[config.mk]
export PLATFORM = sky130hd
export DESIGN_NAME = rle_pattern_decoder_flat
export DESIGN_NICKNAME = d
export VERILOG_FILES = /design/src/sv/rpd_pkg.sv /design/src/sv/rpd_if.sv /design/src/sv/rpd_cmd_fifo.sv /design/src/sv/rpd_front.sv /design/src/sv/rpd_back.sv /design/src/sv/rle_pattern_decoder.sv /design/src/flat_wrapper.sv
export SDC_FILE = /design/constraint.sdc
export NUM_CORES = 1
export LEC_CHECK = 0
export ABC_AREA = 1
export BUFFER_PORTS_ARGS = -buffer_cell sky130_fd_sc_hd__buf_2
export CAP_MARGIN = 20
export CORE_ASPECT_RATIO = 0.6
export CORE_MARGIN = 1
export CORE_UTILIZATION = 50
export CTS_CLUSTER_DIAMETER = 150
export DETAILED_ROUTE_END_ITERATION = 8
export GPL_TIMING_DRIVEN = 0
export PLACE_DENSITY = 0.73
export RECOVER_POWER = 25
export SLEW_MARGIN = 30
export SYNTH_ARGS = -nofsm -noshare
export SYNTH_HDL_FRONTEND = slang
export SYNTH_SLANG_ARGS = --single-unit
[constraint.sdc]
create_clock -name clk -period 7.4 [get_ports clk]
set_input_delay 0.74 -clock clk [delete_from_list [all_inputs] [get_ports clk]]
set_output_delay 0.74 -clock clk [all_outputs]
set_load 0.02 [all_outputs]
[src/sv/rpd_pkg.sv]
// Shared types, constants and width helpers for the RLE pattern decoder.
// No dependencies; every other file but rpd_if imports this package.
`timescale 1ns / 1ps

package rpd_pkg;

  localparam int COORD_WIDTH = 32;
  localparam int COUNT_WIDTH = 32;
  localparam int REG_WIDTH   = 32;
  localparam int FIFO_DEPTH  = 4;
  localparam int FIFO_AW     = $clog2(FIFO_DEPTH);

  typedef logic [COORD_WIDTH-1:0] coord_t;
  typedef logic [COUNT_WIDTH-1:0] count_t;
  typedef logic [REG_WIDTH-1:0]   reg_t;

  localparam count_t COUNT_MAX = '1;

  // Characters the parser looks for
  localparam logic [7:0] CH_HASH   = 8'h23;
  localparam logic [7:0] CH_LF     = 8'h0A;
  localparam logic [7:0] CH_CR     = 8'h0D;
  localparam logic [7:0] CH_TAB    = 8'h09;
  localparam logic [7:0] CH_SPACE  = 8'h20;
  localparam logic [7:0] CH_ZERO   = 8'h30;
  localparam logic [7:0] CH_NINE   = 8'h39;
  localparam logic [7:0] CH_DEAD   = 8'h62;  // 'b'
  localparam logic [7:0] CH_ALIVE  = 8'h6F;  // 'o'
  localparam logic [7:0] CH_EOL    = 8'h24;  // '$'
  localparam logic [7:0] CH_BANG   = 8'h21;  // '!'

  // Configuration register indexes
  localparam logic CFG_ORIGIN_X = 1'b0;
  localparam logic CFG_ORIGIN_Y = 1'b1;

  typedef enum logic [1:0] {
    PH_LINE_START,
    PH_COMMENT,
    PH_HEADER,
    PH_BODY
  } phase_t;

  typedef enum logic [2:0] {
    OP_RESTART,
    OP_SKIP,
    OP_SPAN,
    OP_ROW,
    OP_FINISH,
    OP_ERROR
  } op_t;

  typedef enum logic [1:0] {
    KIND_SPAN  = 2'd0,
    KIND_DONE  = 2'd1,
    KIND_ERROR = 2'd2
  } kind_t;

  typedef struct packed {
    op_t    op;
    count_t count;
  } cmd_t;

  function automatic coord_t count_to_coord(input count_t n);
    logic [63:0] w;
    w = 64'(n);
    return w[COORD_WIDTH-1:0];
  endfunction

  function automatic coord_t reg_to_coord(input reg_t v);
    logic [63:0] w;
    w = {{(64-REG_WIDTH){v[REG_WIDTH-1]}}, v};
    return w[COORD_WIDTH-1:0];
  endfunction

  function automatic reg_t coord_to_reg(input coord_t c);
    logic [63:0] w;
    w = 64'(c);
    return w[REG_WIDTH-1:0];
  endfunction

  function automatic reg_t count_to_reg(input count_t n);
    logic [63:0] w;
    w = 64'(n);
    return w[REG_WIDTH-1:0];
  endfunction

endpackage

[src/sv/rpd_if.sv]
// Handshake channels of the RLE pattern decoder: byte input, result output,
// configuration writes. Uses no package.
`timescale 1ns / 1ps

interface rpd_in_if;
  logic       valid;
  logic       ready;
  logic       restart;
  logic       end_of_stream;
  logic [7:0] byte_req;

  modport source (output valid, restart, end_of_stream, byte_req, input ready);
  modport sink   (input valid, restart, end_of_stream, byte_req, output ready);
endinterface

interface rpd_out_if;
  logic        valid;
  logic        ready;
  logic [1:0]  kind;
  logic [31:0] span_x;
  logic [31:0] span_y;
  logic [31:0] span_length;
  logic [31:0] east_bound;
  logic [31:0] south_bound;
  logic        south_valid;

  modport source (output valid, kind, span_x, span_y, span_length, east_bound,
                  south_bound, south_valid, input ready);
  modport sink   (input valid, kind, span_x, span_y, span_length, east_bound,
                  south_bound, south_valid, output ready);
endinterface

interface rpd_cfg_if;
  logic        valid;
  logic        ready;
  logic        index;
  logic [31:0] data;

  modport source (output valid, index, data, input ready);
  modport sink   (input valid, index, data, output ready);
endinterface

[src/sv/rpd_cmd_fifo.sv]
// Short command queue between the parser front and the execution back.
// Depends on rpd_pkg for cmd_t and the queue depth.
`timescale 1ns / 1ps

module rpd_cmd_fifo (
  input  logic          clk,
  input  logic          rst,
  input  logic          push,
  input  rpd_pkg::cmd_t push_data,
  input  logic          pop,
  output rpd_pkg::cmd_t pop_data,
  output logic          empty,
  output logic          full
);
  import rpd_pkg::*;

  cmd_t               entries [FIFO_DEPTH];
  logic [FIFO_AW-1:0] wr_ptr;
  logic [FIFO_AW-1:0] rd_ptr;
  logic [FIFO_AW:0]   fill;

  assign empty    = (fill == '0);
  assign full     = (fill == (FIFO_AW+1)'(FIFO_DEPTH));
  assign pop_data = entries[rd_ptr];

  always_ff @(posedge clk) begin
    if (push) begin
      entries[wr_ptr] <= push_data;
    end
  end

  always_ff @(posedge clk) begin
    if (rst) begin
      wr_ptr <= '0;
      rd_ptr <= '0;
      fill   <= '0;
    end else begin
      if (push) begin
        wr_ptr <= wr_ptr + 1'b1;
      end
      if (pop) begin
        rd_ptr <= rd_ptr + 1'b1;
      end
      case ({push, pop})
        2'b10:   fill <= fill + 1'b1;
        2'b01:   fill <= fill - 1'b1;
        default: fill <= fill;
      endcase
    end
  end

endmodule

[src/sv/rpd_front.sv]
// Parser front: takes pattern bytes, tracks line phase and the decimal
// count, and turns tags into commands for the queue. Depends on rpd_pkg.
`timescale 1ns / 1ps

module rpd_front (
  input  logic          clk,
  input  logic          rst,
  rpd_in_if.sink        pattern,
  input  logic          fifo_full,
  output logic          push,
  output rpd_pkg::cmd_t push_data
);
  import rpd_pkg::*;

  phase_t phase, phase_next;
  count_t run_count, run_count_next;
  logic   count_seen, count_seen_next;
  logic   finished, finished_next;

  logic                   take;
  logic [7:0]             b;
  logic [COUNT_WIDTH+3:0] acc;
  count_t                 n;

  assign pattern.ready = !fifo_full;
  assign take          = pattern.valid && pattern.ready;
  assign b             = pattern.byte_req;

  // count * 10 + digit, with room to see overflow
  assign acc = ({4'b0, run_count} << 3) + ({4'b0, run_count} << 1)
             + (COUNT_WIDTH+4)'(b[3:0]);
  assign n   = count_seen ? run_count : count_t'(1);

  always_ff @(posedge clk) begin
    if (rst) begin
      phase      <= PH_LINE_START;
      run_count  <= '0;
      count_seen <= 1'b0;
      finished   <= 1'b0;
    end else begin
      phase      <= phase_next;
      run_count  <= run_count_next;
      count_seen <= count_seen_next;
      finished   <= finished_next;
    end
  end

  always_comb begin
    phase_next      = phase;
    run_count_next  = run_count;
    count_seen_next = count_seen;
    finished_next   = finished;
    push            = 1'b0;
    push_data.op    = OP_ERROR;
    push_data.count = n;

    if (take) begin
      if (pattern.restart) begin
        phase_next      = PH_LINE_START;
        run_count_next  = '0;
        count_seen_next = 1'b0;
        finished_next   = 1'b0;
        push            = 1'b1;
        push_data.op    = OP_RESTART;
      end else if (finished) begin
        // drop everything until restart
      end else if (pattern.end_of_stream) begin
        finished_next = 1'b1;
        push          = 1'b1;
        push_data.op  = OP_FINISH;
      end else begin
        case (phase)
          PH_LINE_START: begin
            if (b == CH_HASH) begin
              phase_next = PH_COMMENT;
            end else if (b == CH_LF) begin
              phase_next = PH_BODY;
            end else begin
              phase_next = PH_HEADER;
            end
          end
          PH_COMMENT: begin
            if (b == CH_LF) begin
              phase_next = PH_LINE_START;
            end
          end
          PH_HEADER: begin
            if (b == CH_LF) begin
              phase_next = PH_BODY;
            end
          end
          default: begin
            if (!count_seen && (b inside {CH_SPACE, CH_TAB, CH_CR, CH_LF})) begin
              // skip whitespace between tags
            end else if (b inside {[CH_ZERO:CH_NINE]}) begin
              run_count_next  = (acc[COUNT_WIDTH+3:COUNT_WIDTH] != '0)
                                ? COUNT_MAX : acc[COUNT_WIDTH-1:0];
              count_seen_next = 1'b1;
            end else begin
              run_count_next  = '0;
              count_seen_next = 1'b0;
              case (b)
                CH_DEAD: begin
                  push         = 1'b1;
                  push_data.op = OP_SKIP;
                end
                CH_ALIVE: begin
                  // zero-length span has no effect at all
                  push         = (n != '0);
                  push_data.op = OP_SPAN;
                end
                CH_EOL: begin
                  push         = 1'b1;
                  push_data.op = OP_ROW;
                end
                CH_BANG: begin
                  finished_next = 1'b1;
                  push          = 1'b1;
                  push_data.op  = OP_FINISH;
                end
                default: begin
                  finished_next = 1'b1;
                  push          = 1'b1;
                  push_data.op  = OP_ERROR;
                end
              endcase
            end
          end
        endcase
      end
    end
  end

endmodule

[src/sv/rpd_back.sv]
// Execution back: applies queued commands to the cursor and bounds, holds
// the origin registers and the output result register. Depends on rpd_pkg.
`timescale 1ns / 1ps

module rpd_back (
  input  logic          clk,
  input  logic          rst,
  rpd_cfg_if.sink       cfg,
  rpd_out_if.source     result,
  input  logic          cmd_empty,
  input  rpd_pkg::cmd_t cmd,
  output logic          pop
);
  import rpd_pkg::*;

  coord_t origin_x;
  coord_t origin_y;
  coord_t cursor_x, cursor_x_next;
  coord_t cursor_y, cursor_y_next;
  coord_t east_max, east_max_next;
  logic   east_known, east_known_next;
  coord_t south_max, south_max_next;
  logic   south_known, south_known_next;

  logic   out_valid;
  kind_t  kind;
  reg_t   span_x;
  reg_t   span_y;
  reg_t   span_length;
  reg_t   east_bound;
  reg_t   south_bound;
  logic   south_valid;

  coord_t n;
  coord_t x_step;
  coord_t y_step;
  logic   gives_result;
  logic   slot_free;

  assign cfg.ready = 1'b1;

  assign n            = count_to_coord(cmd.count);
  assign x_step       = cursor_x + n;
  assign y_step       = cursor_y + n;
  assign gives_result = (cmd.op == OP_SPAN) || (cmd.op == OP_FINISH)
                     || (cmd.op == OP_ERROR);
  assign slot_free    = !out_valid || result.ready;
  assign pop          = !cmd_empty && (!gives_result || slot_free);

  assign result.valid       = out_valid;
  assign result.kind        = kind;
  assign result.span_x      = span_x;
  assign result.span_y      = span_y;
  assign result.span_length = span_length;
  assign result.east_bound  = east_bound;
  assign result.south_bound = south_bound;
  assign result.south_valid = south_valid;

  always_comb begin
    cursor_x_next    = cursor_x;
    cursor_y_next    = cursor_y;
    east_max_next    = east_max;
    east_known_next  = east_known;
    south_max_next   = south_max;
    south_known_next = south_known;
    if (pop) begin
      case (cmd.op)
        OP_RESTART: begin
          cursor_x_next    = origin_x;
          cursor_y_next    = origin_y;
          east_max_next    = '0;
          east_known_next  = 1'b0;
          south_max_next   = '0;
          south_known_next = 1'b0;
        end
        OP_SKIP, OP_SPAN: begin
          cursor_x_next = x_step;
        end
        OP_ROW: begin
          cursor_y_next = y_step;
          if (!south_known || ($signed(south_max) < $signed(y_step))) begin
            south_max_next   = y_step;
            south_known_next = 1'b1;
          end
          if (!east_known || ($signed(east_max) < $signed(cursor_x))) begin
            east_max_next   = cursor_x;
            east_known_next = 1'b1;
          end
          cursor_x_next = origin_x;
        end
        OP_FINISH: begin
          if (!east_known || ($signed(east_max) < $signed(cursor_x))) begin
            east_max_next   = cursor_x;
            east_known_next = 1'b1;
          end
        end
        default: begin
        end
      endcase
    end
  end

  always_ff @(posedge clk) begin
    if (rst) begin
      origin_x    <= '0;
      origin_y    <= '0;
      cursor_x    <= '0;
      cursor_y    <= '0;
      east_max    <= '0;
      east_known  <= 1'b0;
      south_max   <= '0;
      south_known <= 1'b0;
      out_valid   <= 1'b0;
    end else begin
      if (cfg.valid) begin
        case (cfg.index)
          CFG_ORIGIN_X: origin_x <= reg_to_coord(cfg.data);
          CFG_ORIGIN_Y: origin_y <= reg_to_coord(cfg.data);
          default:      origin_x <= origin_x;
        endcase
      end
      cursor_x    <= cursor_x_next;
      cursor_y    <= cursor_y_next;
      east_max    <= east_max_next;
      east_known  <= east_known_next;
      south_max   <= south_max_next;
      south_known <= south_known_next;
      if (pop && gives_result) begin
        out_valid <= 1'b1;
      end else if (result.ready) begin
        out_valid <= 1'b0;
      end
    end
  end

  // Result payload; zero the fields a kind does not use
  always_ff @(posedge clk) begin
    if (pop && gives_result) begin
      case (cmd.op)
        OP_SPAN: begin
          kind        <= KIND_SPAN;
          span_x      <= coord_to_reg(cursor_x);
          span_y      <= coord_to_reg(cursor_y);
          span_length <= count_to_reg(cmd.count);
          east_bound  <= '0;
          south_bound <= '0;
          south_valid <= 1'b0;
        end
        OP_FINISH: begin
          kind        <= KIND_DONE;
          span_x      <= '0;
          span_y      <= '0;
          span_length <= '0;
          east_bound  <= coord_to_reg(east_max_next);
          south_bound <= coord_to_reg(south_max);
          south_valid <= south_known;
        end
        default: begin
          kind        <= KIND_ERROR;
          span_x      <= '0;
          span_y      <= '0;
          span_length <= '0;
          east_bound  <= '0;
          south_bound <= '0;
          south_valid <= 1'b0;
        end
      endcase
    end
  end

endmodule

[src/sv/rle_pattern_decoder.sv]
// RLE pattern decoder, one byte per cycle: an input byte is taken every cycle
// that the four-entry command queue has room, and the back part retires one
// queued command per cycle unless its result finds the output slot busy; a
// result is queued, then registered; sustained rate is one byte per cycle
// while results are taken. Origins apply at restart, origin_x also at row ends.
// Top level; depends on rpd_pkg, rpd_if, rpd_front, rpd_cmd_fifo, rpd_back.
`timescale 1ns / 1ps

module rle_pattern_decoder (
  input  logic      clk,
  input  logic      rst,
  rpd_in_if.sink    pattern,
  rpd_cfg_if.sink   cfg,
  rpd_out_if.source result
);
  import rpd_pkg::*;

  logic push;
  cmd_t push_data;
  logic pop;
  cmd_t pop_data;
  logic cmd_empty;
  logic cmd_full;

  rpd_front u_front (
    .clk       (clk),
    .rst       (rst),
    .pattern   (pattern),
    .fifo_full (cmd_full),
    .push      (push),
    .push_data (push_data)
  );

  rpd_cmd_fifo u_fifo (
    .clk       (clk),
    .rst       (rst),
    .push      (push),
    .push_data (push_data),
    .pop       (pop),
    .pop_data  (pop_data),
    .empty     (cmd_empty),
    .full      (cmd_full)
  );

  rpd_back u_back (
    .clk       (clk),
    .rst       (rst),
    .cfg       (cfg),
    .result    (result),
    .cmd_empty (cmd_empty),
    .cmd       (pop_data),
    .pop       (pop)
  );

endmodule

[src/flat_wrapper.sv]
// flat-port wrapper written by rule: the top's interface ports become plain ports
module rle_pattern_decoder_flat import rpd_pkg::*;
  (clk, rst, pattern_valid, pattern_restart, pattern_end_of_stream, pattern_byte_req, pattern_ready, cfg_valid, cfg_index, cfg_data, cfg_ready, result_valid, result_kind, result_span_x, result_span_y, result_span_length, result_east_bound, result_south_bound, result_south_valid, result_ready);
  rpd_in_if pattern_i ();
  rpd_cfg_if cfg_i ();
  rpd_out_if result_i ();
  input  logic clk;
  input  logic rst;
  input wire logic [$bits(pattern_i.valid)-1:0] pattern_valid;
  input wire logic [$bits(pattern_i.restart)-1:0] pattern_restart;
  input wire logic [$bits(pattern_i.end_of_stream)-1:0] pattern_end_of_stream;
  input wire logic [$bits(pattern_i.byte_req)-1:0] pattern_byte_req;
  output wire logic [$bits(pattern_i.ready)-1:0] pattern_ready;
  input wire logic [$bits(cfg_i.valid)-1:0] cfg_valid;
  input wire logic [$bits(cfg_i.index)-1:0] cfg_index;
  input wire logic [$bits(cfg_i.data)-1:0] cfg_data;
  output wire logic [$bits(cfg_i.ready)-1:0] cfg_ready;
  output wire logic [$bits(result_i.valid)-1:0] result_valid;
  output wire logic [$bits(result_i.kind)-1:0] result_kind;
  output wire logic [$bits(result_i.span_x)-1:0] result_span_x;
  output wire logic [$bits(result_i.span_y)-1:0] result_span_y;
  output wire logic [$bits(result_i.span_length)-1:0] result_span_length;
  output wire logic [$bits(result_i.east_bound)-1:0] result_east_bound;
  output wire logic [$bits(result_i.south_bound)-1:0] result_south_bound;
  output wire logic [$bits(result_i.south_valid)-1:0] result_south_valid;
  input wire logic [$bits(result_i.ready)-1:0] result_ready;
  assign pattern_i.valid = pattern_valid;
  assign pattern_i.restart = pattern_restart;
  assign pattern_i.end_of_stream = pattern_end_of_stream;
  assign pattern_i.byte_req = pattern_byte_req;
  assign pattern_ready = pattern_i.ready;
  assign cfg_i.valid = cfg_valid;
  assign cfg_i.index = cfg_index;
  assign cfg_i.data = cfg_data;
  assign cfg_ready = cfg_i.ready;
  assign result_valid = result_i.valid;
  assign result_kind = result_i.kind;
  assign result_span_x = result_i.span_x;
  assign result_span_y = result_i.span_y;
  assign result_span_length = result_i.span_length;
  assign result_east_bound = result_i.east_bound;
  assign result_south_bound = result_i.south_bound;
  assign result_south_valid = result_i.south_valid;
  assign result_i.ready = result_ready;
  rle_pattern_decoder u_core (.clk(clk), .rst(rst), .pattern(pattern_i), .cfg(cfg_i), .result(result_i));
endmodule
==> metrics, run 1 <==
antenna-violating nets left 0; H-tree depth 2; WP data arrival 6860 ps; Slew HR 0.3174; post-cts hold buffer count 0; DP HPWL 71800 um; Max-Cap Viols 0; Worst-Margin Slew 1024 ps; DIE HEIGHT 188.2 um; CP endpoint u_core.u_back.south_max[18]; area of the multi-input gates 13120 um2; Fin Clk Skew 29.80 ps; RSZ-0062 raised after global routing false; FFs w/ async S/R, synth 0; setup slack, reg-to-reg 1020 ps; Worst path most repeated cell nand2_1; wire per inst 20.12 um; Hold Crit Class input port to register; minimum clock period 6383 ps; GRT overflow 0; crit path buf inv count 9; Setup WS pre-CTS 1169 ps; post-place instance area 31160 um2; root buffer cell clkbuf_16; Post-Syn Area 28910 um2; FF+latch count, synth 543; Mapped Cells 3469; vias in the first global route 22530; fmax 156.7 MHz; Row Count 67; critical path startpoint category register; CTS tree yes; FF+latch area 13900 um2; fin crit share 0.8626; largest net degree at the start of global routing 65; Crit Path Category register to register; CTS buffer count 48; Die W 312.4 um; Reg-to-Reg End u_core.u_back.south_max[18]; clock sinks 543; routed via count 25120; endpoints failing hold 0; Iter 0 DRT Violations 3309; postcts setup bufs 0; Die Footprint 58810 um2; peak supply drop 0.3213 mV; syn_area_per_cell 8.333 um2; number of flops mapped to enable cells by yosys 303; first-pass GRT wire length 136100 um; initial antenna violation count 3; Hold Path Depth 3; Pwr Density 456.9 nW/um2; Layout area overhead 12.76%; Placer Congestion 1.007; fillers 5147; hold slack 392.3 ps; max-slew violations 0; CTS resizes 0; syn nets 3716; CP Capture Type register; Total GRT Usage 0.3047; Worst path slowest cell clkbuf_1; core area 56420 um2; # IOs 214; final setup fails 0; final setup margin 1017 ps; CP top delay family simple AND/OR/NAND/NOR gates; Most used DFF post-synth edfxtp_1; IO buf count 211; crit path max fanout 10; Initial Util 0.5124; r2r worst-path depth 37; DRC Markers 0; Yosys warning count 0; layout net count 3985; Critical Path RT 7880 ps; critical path's largest stage delay 550 ps; final WL 91310 um; Final Instance Area 32600 um2; synth unique cells 61; total iterations of the first detailed-routing run 6; Design Power 14.89 mW; Clock transition at path regs 70 ps; Worst path depth 37; share of cells above drive strength 1 0.07861; clk_lat worst skew 610 ps; # placed instances 4447; sequential-to-total area share from yosys stat 0.4810; post-route insts no fill 4538; status completed; via density per instance 5.535; clk buf depth 3; Lkg Pwr 14.02 nW
==> cell type report <==
cell class	count	share of cell area
repair buffers	219	0.03428
clock inverters	23	0.007754
well taps	759	0.02913
inverters	338	0.03923
flip-flops and latches	543	0.4265
multi-input cells	2447	0.4026
clock buffers	67	0.04057
diodes	1	0.00007677
plain buffers	141	0.01981
==> cells in the final DEF (no fill, tap or decap), types with 16 or more instances in the layout <==
cell type  synthesis  routed
nor2_1           568     564
buf_1             21      21
buf_2             25     119
inv_1            328     327
dfxtp_1          240     240
nand3_1          147     147
nor3_1            25      24
a31oi_1           24      24
xnor2_1           31      31
clkbuf_16          0      48
o21ai_0          229     229
edfxtp_1         303     303
o21bai_1          16      16
xor2_1            28      28
nand4_1           26      26
nand2_1          664     664
a21oi_1          320     320
clkbuf_1          80     209
a21o_1            17      17
or2_2             35      35
ha_1             194     194
==> layer usage <==
metal | vias up | share of wire | GRT usage
li1 | 12180 | - | -
met1 | 11540 | 0.47 | 0.4865
met2 | 1309 | 0.37 | 0.3926
met3 | 93 | 0.14 | 0.09575
met4 | 4 | 0.019 | 0.06052
met5 | - | 0.00036 | 0
==> report_power, final <==
group          leakage (nW)  switching [mW]  internal, mW  total (mW)
logic                  8.41            5.54          2.24        7.78
registers              4.84           0.410          4.14        4.55
clock network         0.766            1.16          1.40        2.56
total                  14.0            7.11          7.78        14.9
==> flip-flops by register name (all words and copies together) (netlist names), 2 cells and up, named ones only <==
name / cells
u_core.u_fifo.entries: 140
u_core.u_back.cursor_x: 32
u_core.u_back.cursor_y: 32
u_core.u_back.east_max: 32
u_core.u_back.origin_x: 32
u_core.u_back.origin_y: 32
u_core.u_back.result.east_bound: 32
u_core.u_back.result.south_bound: 32
u_core.u_back.result.span_length: 32
u_core.u_back.result.span_x: 32
u_core.u_back.result.span_y: 32
u_core.u_back.south_max: 32
u_core.u_front.run_count: 32
u_core.u_fifo.fill: 3
u_core.u_back.result.kind: 2
u_core.u_fifo.rd_ptr: 2
u_core.u_fifo.wr_ptr: 2
u_core.u_front.phase: 2
==> worst min-delay path by stage <==
stage	startpoint	end	slack [ps]
final	cfg_data[23]	u_core.u_back.origin_x[23]	390
after global routing	cfg_data[27]	u_core.u_back.origin_x[27]	410
after CTS	cfg_data[23]	u_core.u_back.origin_x[23]	380
after detailed placement	u_core.u_back.origin_x[5]	u_core.u_back.origin_x[5]	440
after global placement	u_core.u_back.origin_x[6]	u_core.u_back.origin_x[6]	440
after floorplan	u_core.u_back.origin_x[5]	u_core.u_back.origin_x[5]	420
==> kinds of logic after synthesis <==
logic type               count (synthesis)  synth area share
AND/OR/NAND/NOR                       1501            0.2125
AO/OA/AOI/OAI                          687            0.1349
flip-flops                             543            0.4810
buffers and inverters                  479           0.06623
adder cells (fa/ha/maj)                199           0.08743
XOR/XNOR                                59           0.01788
other                                    1         0.0001297
==> metrics by stage <==
step / TNS [ps] / utilization
after detailed placement: 0 / 0.5524
final: 0 / 0.5778
after CTS: 0 / 0.5803
after global placement: -50340 / 0.5479
after global routing: 0 / 0.5777
after floorplan: 0 / -
==> Yosys cell counts (all sizes together) (2+ instances only) <==
| master | n | area (um2) |
|---|---|---|
| o21bai | 16 | 120.1 |
| o2111ai | 3 | 26.28 |
| and2 | 2 | 12.51 |
| edfxtp | 303 | 9099 |
| ha | 194 | 2427 |
| nand2 | 668 | 2527 |
| a32o | 2 | 20.02 |
| o221ai | 7 | 61.31 |
| clkbuf | 80 | 300.3 |
| buf | 61 | 342.8 |
| o21a | 6 | 45.04 |
| a21o | 17 | 127.6 |
| dfxtp | 240 | 4805 |
| o31ai | 4 | 30.03 |
| a22oi | 7 | 52.55 |
| nand3b | 2 | 15.01 |
| a32oi | 3 | 33.79 |
| a31oi | 24 | 150.1 |
| nor3 | 25 | 125.1 |
| a211oi | 7 | 52.55 |
| xnor2 | 31 | 271.5 |
| inv | 336 | 1264 |
| nor4 | 15 | 93.84 |
| nor2 | 573 | 2178 |
| nand4 | 26 | 162.7 |
| nand3 | 152 | 785.8 |
| fa | 5 | 100.1 |
| clkinv | 2 | 7.510 |
| a221oi | 17 | 236.5 |
| xor2 | 28 | 245.2 |
| o21ai | 232 | 1165 |
| a21boi | 5 | 37.54 |
| a21oi | 321 | 1610 |
| or2 | 35 | 219.0 |
| o211ai | 9 | 67.56 |
==> worst min-delay path, delay by kind of cell <==
| kind | cells | cell delay (ps) |
|---|---|---|
| simple gates | 2 | 120 |
| buf+inv | 1 | 90 |
No activity file was read; power rests on OpenSTA's default activity.
==> run 2: changes to the inputs <==
Settings changed: RECOVER_POWER 25 to unset.
==> run 2 against run 1 <==
First-iteration DRC count decreased by 7.6%. Cell area increased by 0.45%. Routed wire length about the same. Count of clock-buffer cells in the layout unchanged. Via count about the same. Sequential cell count unchanged. Fmax increased by 0.15%. Non-clock buffer count unchanged. Critical path depth unchanged. Worst hold slack improved by 6.5 ps. Largest cell class unchanged. Combinational power increased by 0.9%. Clock power about the same.
==> metrics, run 2 (synthesis results as in run 1) <==
Core Util, Final 0.5804 (+0.002595); Die W 312.4 um (unchanged); core area 56420 um2 (unchanged); post-place instance area 31160 um2 (unchanged); CP Capture Type register; clk_lat worst skew 600 ps (about the same); Reg-to-Reg End u_core.u_back.south_max[15]; Worst path slowest cell clkbuf_1; max reg flops 140 (unchanged); r2r worst-path depth 37 (unchanged); crit path max fanout 10 (unchanged); antenna-violating nets left 0 (unchanged); Critical Path RT 7870 ps (about the same); total iterations of the first detailed-routing run 6 (unchanged); max-slew violations 0 (unchanged); Fin Clk Skew 30.82 ps (+1.015 ps); RSZ-0062 raised after global routing false; CTS buffer count 48 (unchanged); final WL 91240 um (about the same); Row Count 67 (unchanged); postcts setup bufs 0 (unchanged); root buffer cell clkbuf_16; CTS tree yes; fin crit share 0.8613 (-0.001289); Slew HR 0.3046 (-0.01273); initial antenna violation count 3 (unchanged); Worst-Margin Slew 1043 ps (+19.09 ps); largest net degree at the start of global routing 65 (unchanged); first-pass GRT wire length 136100 um (unchanged); DRC Markers 0 (unchanged); Setup WS pre-CTS 1169 ps (unchanged); Layout area overhead 13.27%; clock sinks 543 (unchanged); Max-Cap Viols 0 (unchanged); Crit Path Category register to register; via density per instance 5.539 (about the same); DP HPWL 71800 um (unchanged); Biggest register u_core.u_fifo.entries; Hold Crit Class input port to register; final setup margin 1026 ps (+9.540 ps); Placer Congestion 1.007 (unchanged); Total GRT Usage 0.3047 (unchanged); endpoints failing hold 0 (unchanged); Worst path most repeated cell nand2_1; IO buf count 211 (unchanged); final setup fails 0 (unchanged); Lkg Pwr 14.36 nW (+2.4%); Final TNS setup 0 ps (unchanged); WP data arrival 6850 ps (about the same); Pwr Density 456.6 nW/um2 (about the same); wire per inst 20.11 um (about the same); CTS resizes 0 (unchanged); fmax 156.9 MHz (+0.15%); vias in the first global route 22530 (unchanged); setup slack, reg-to-reg 1030 ps (about the same); Initial Util 0.5124 (unchanged); clk buf depth 3 (unchanged); peak supply drop 0.3277 mV (+2.0%); share of cells above drive strength 1 0.1096 (+0.03097); routed via count 25140 (+0.072%); most frequent cells in the layout 664 x nand2_1, 564 x nor2_1, 327 x inv_1; Final Instance Area 32740 um2 (+0.45%); H-tree depth 2 (unchanged); CP endpoint u_core.u_back.south_max[15]; GRT overflow 0 (unchanged); Clock transition at path regs 70 ps (about the same); post-cts hold buffer count 0 (unchanged); Die Footprint 58810 um2 (unchanged); Iter 0 DRT Violations 3057 (-7.6%); status completed; Design Power 14.95 mW (+0.38%); minimum clock period 6374 ps (-9.540 ps); layout net count 3985 (unchanged); # IOs 214 (unchanged); most common cell after layout, fill and taps aside nand2_1; DIE HEIGHT 188.2 um (unchanged); fillers 5078 (-1.3%); critical path startpoint category register; critical path's largest stage delay 560 ps (about the same)
run 2: changes by cell type in the layout (fill, tap and decap cells not counted):
cell / before / now
clkbuf_1: 209 / 92
buf_2: 119 / 236
run 2: power breakdown:
group / switching [mW] / internal (mW) / total [mW] / leakage, nW
combinational: 5.53 / 2.32 / 7.85 / 8.75
clock: 1.16 / 1.40 / 2.56 / 0.766
sequential: 0.404 / 4.14 / 4.54 / 4.84
run 2: critical path, delay by kind of cell, from the launching register on:
kind	cells	cell delay (ps)
compound gates	3	810
flops	1	290
fa+ha+maj	3	950
buf+inv	9	1800
simple gates	22	2400
run 2: area by class of cell:
cell class	instances	area, um2	area share
Clock buffer	67	1323	0.04039
Tap cell	759	949.7	0.02900
Clock inverter	23	252.7	0.007719
Sequential cell	543	13900	0.4246
Timing Repair Buffer	219	1264	0.03860
Antenna cell	1	2.502	0.00007643
Inverter	338	1279	0.03905
Multi-Input combinational cell	2447	13120	0.4008
Buffer	141	645.6	0.01972
run 2: metal layers:
layer | routed length (um) | vias to the layer above | global-route usage | share of wire
met3 | 12560 | 102 | 0.09575 | 0.14
li1 | - | 12180 | - | -
met2 | 33670 | 1279 | 0.3926 | 0.37
met4 | 1757 | 4 | 0.06052 | 0.019
met1 | 43230 | 11570 | 0.4865 | 0.47
met5 | 33 | - | 0 | 0.00036
run 2: through the flow:
| stage | hold slack [ps] | std cells |
|---|---|---|
| 2_1_floorplan | 423.7 | 3469 |
| 3_3_place_gp | 435.7 | 4439 |
| 3_5_place_dp | 441.1 | 4447 |
| 4_1_cts | 379.6 | 4537 |
| 5_1_grt | 410.9 | 4537 |
| 6_report | 398.7 | 4538 |
run 2: worst min-delay path by stage:
stage	start	end	slack, ps	cells past startpoint
after global placement	u_core.u_back.origin_x[6]	u_core.u_back.origin_x[6]	440	2
after CTS	cfg_data[23]	u_core.u_back.origin_x[23]	380	3
final	cfg_data[23]	u_core.u_back.origin_x[23]	400	3
after detailed placement	u_core.u_back.origin_x[5]	u_core.u_back.origin_x[5]	440	2
after global routing	cfg_data[27]	u_core.u_back.origin_x[27]	410	3
after floorplan	u_core.u_back.origin_x[5]	u_core.u_back.origin_x[5]	420	2
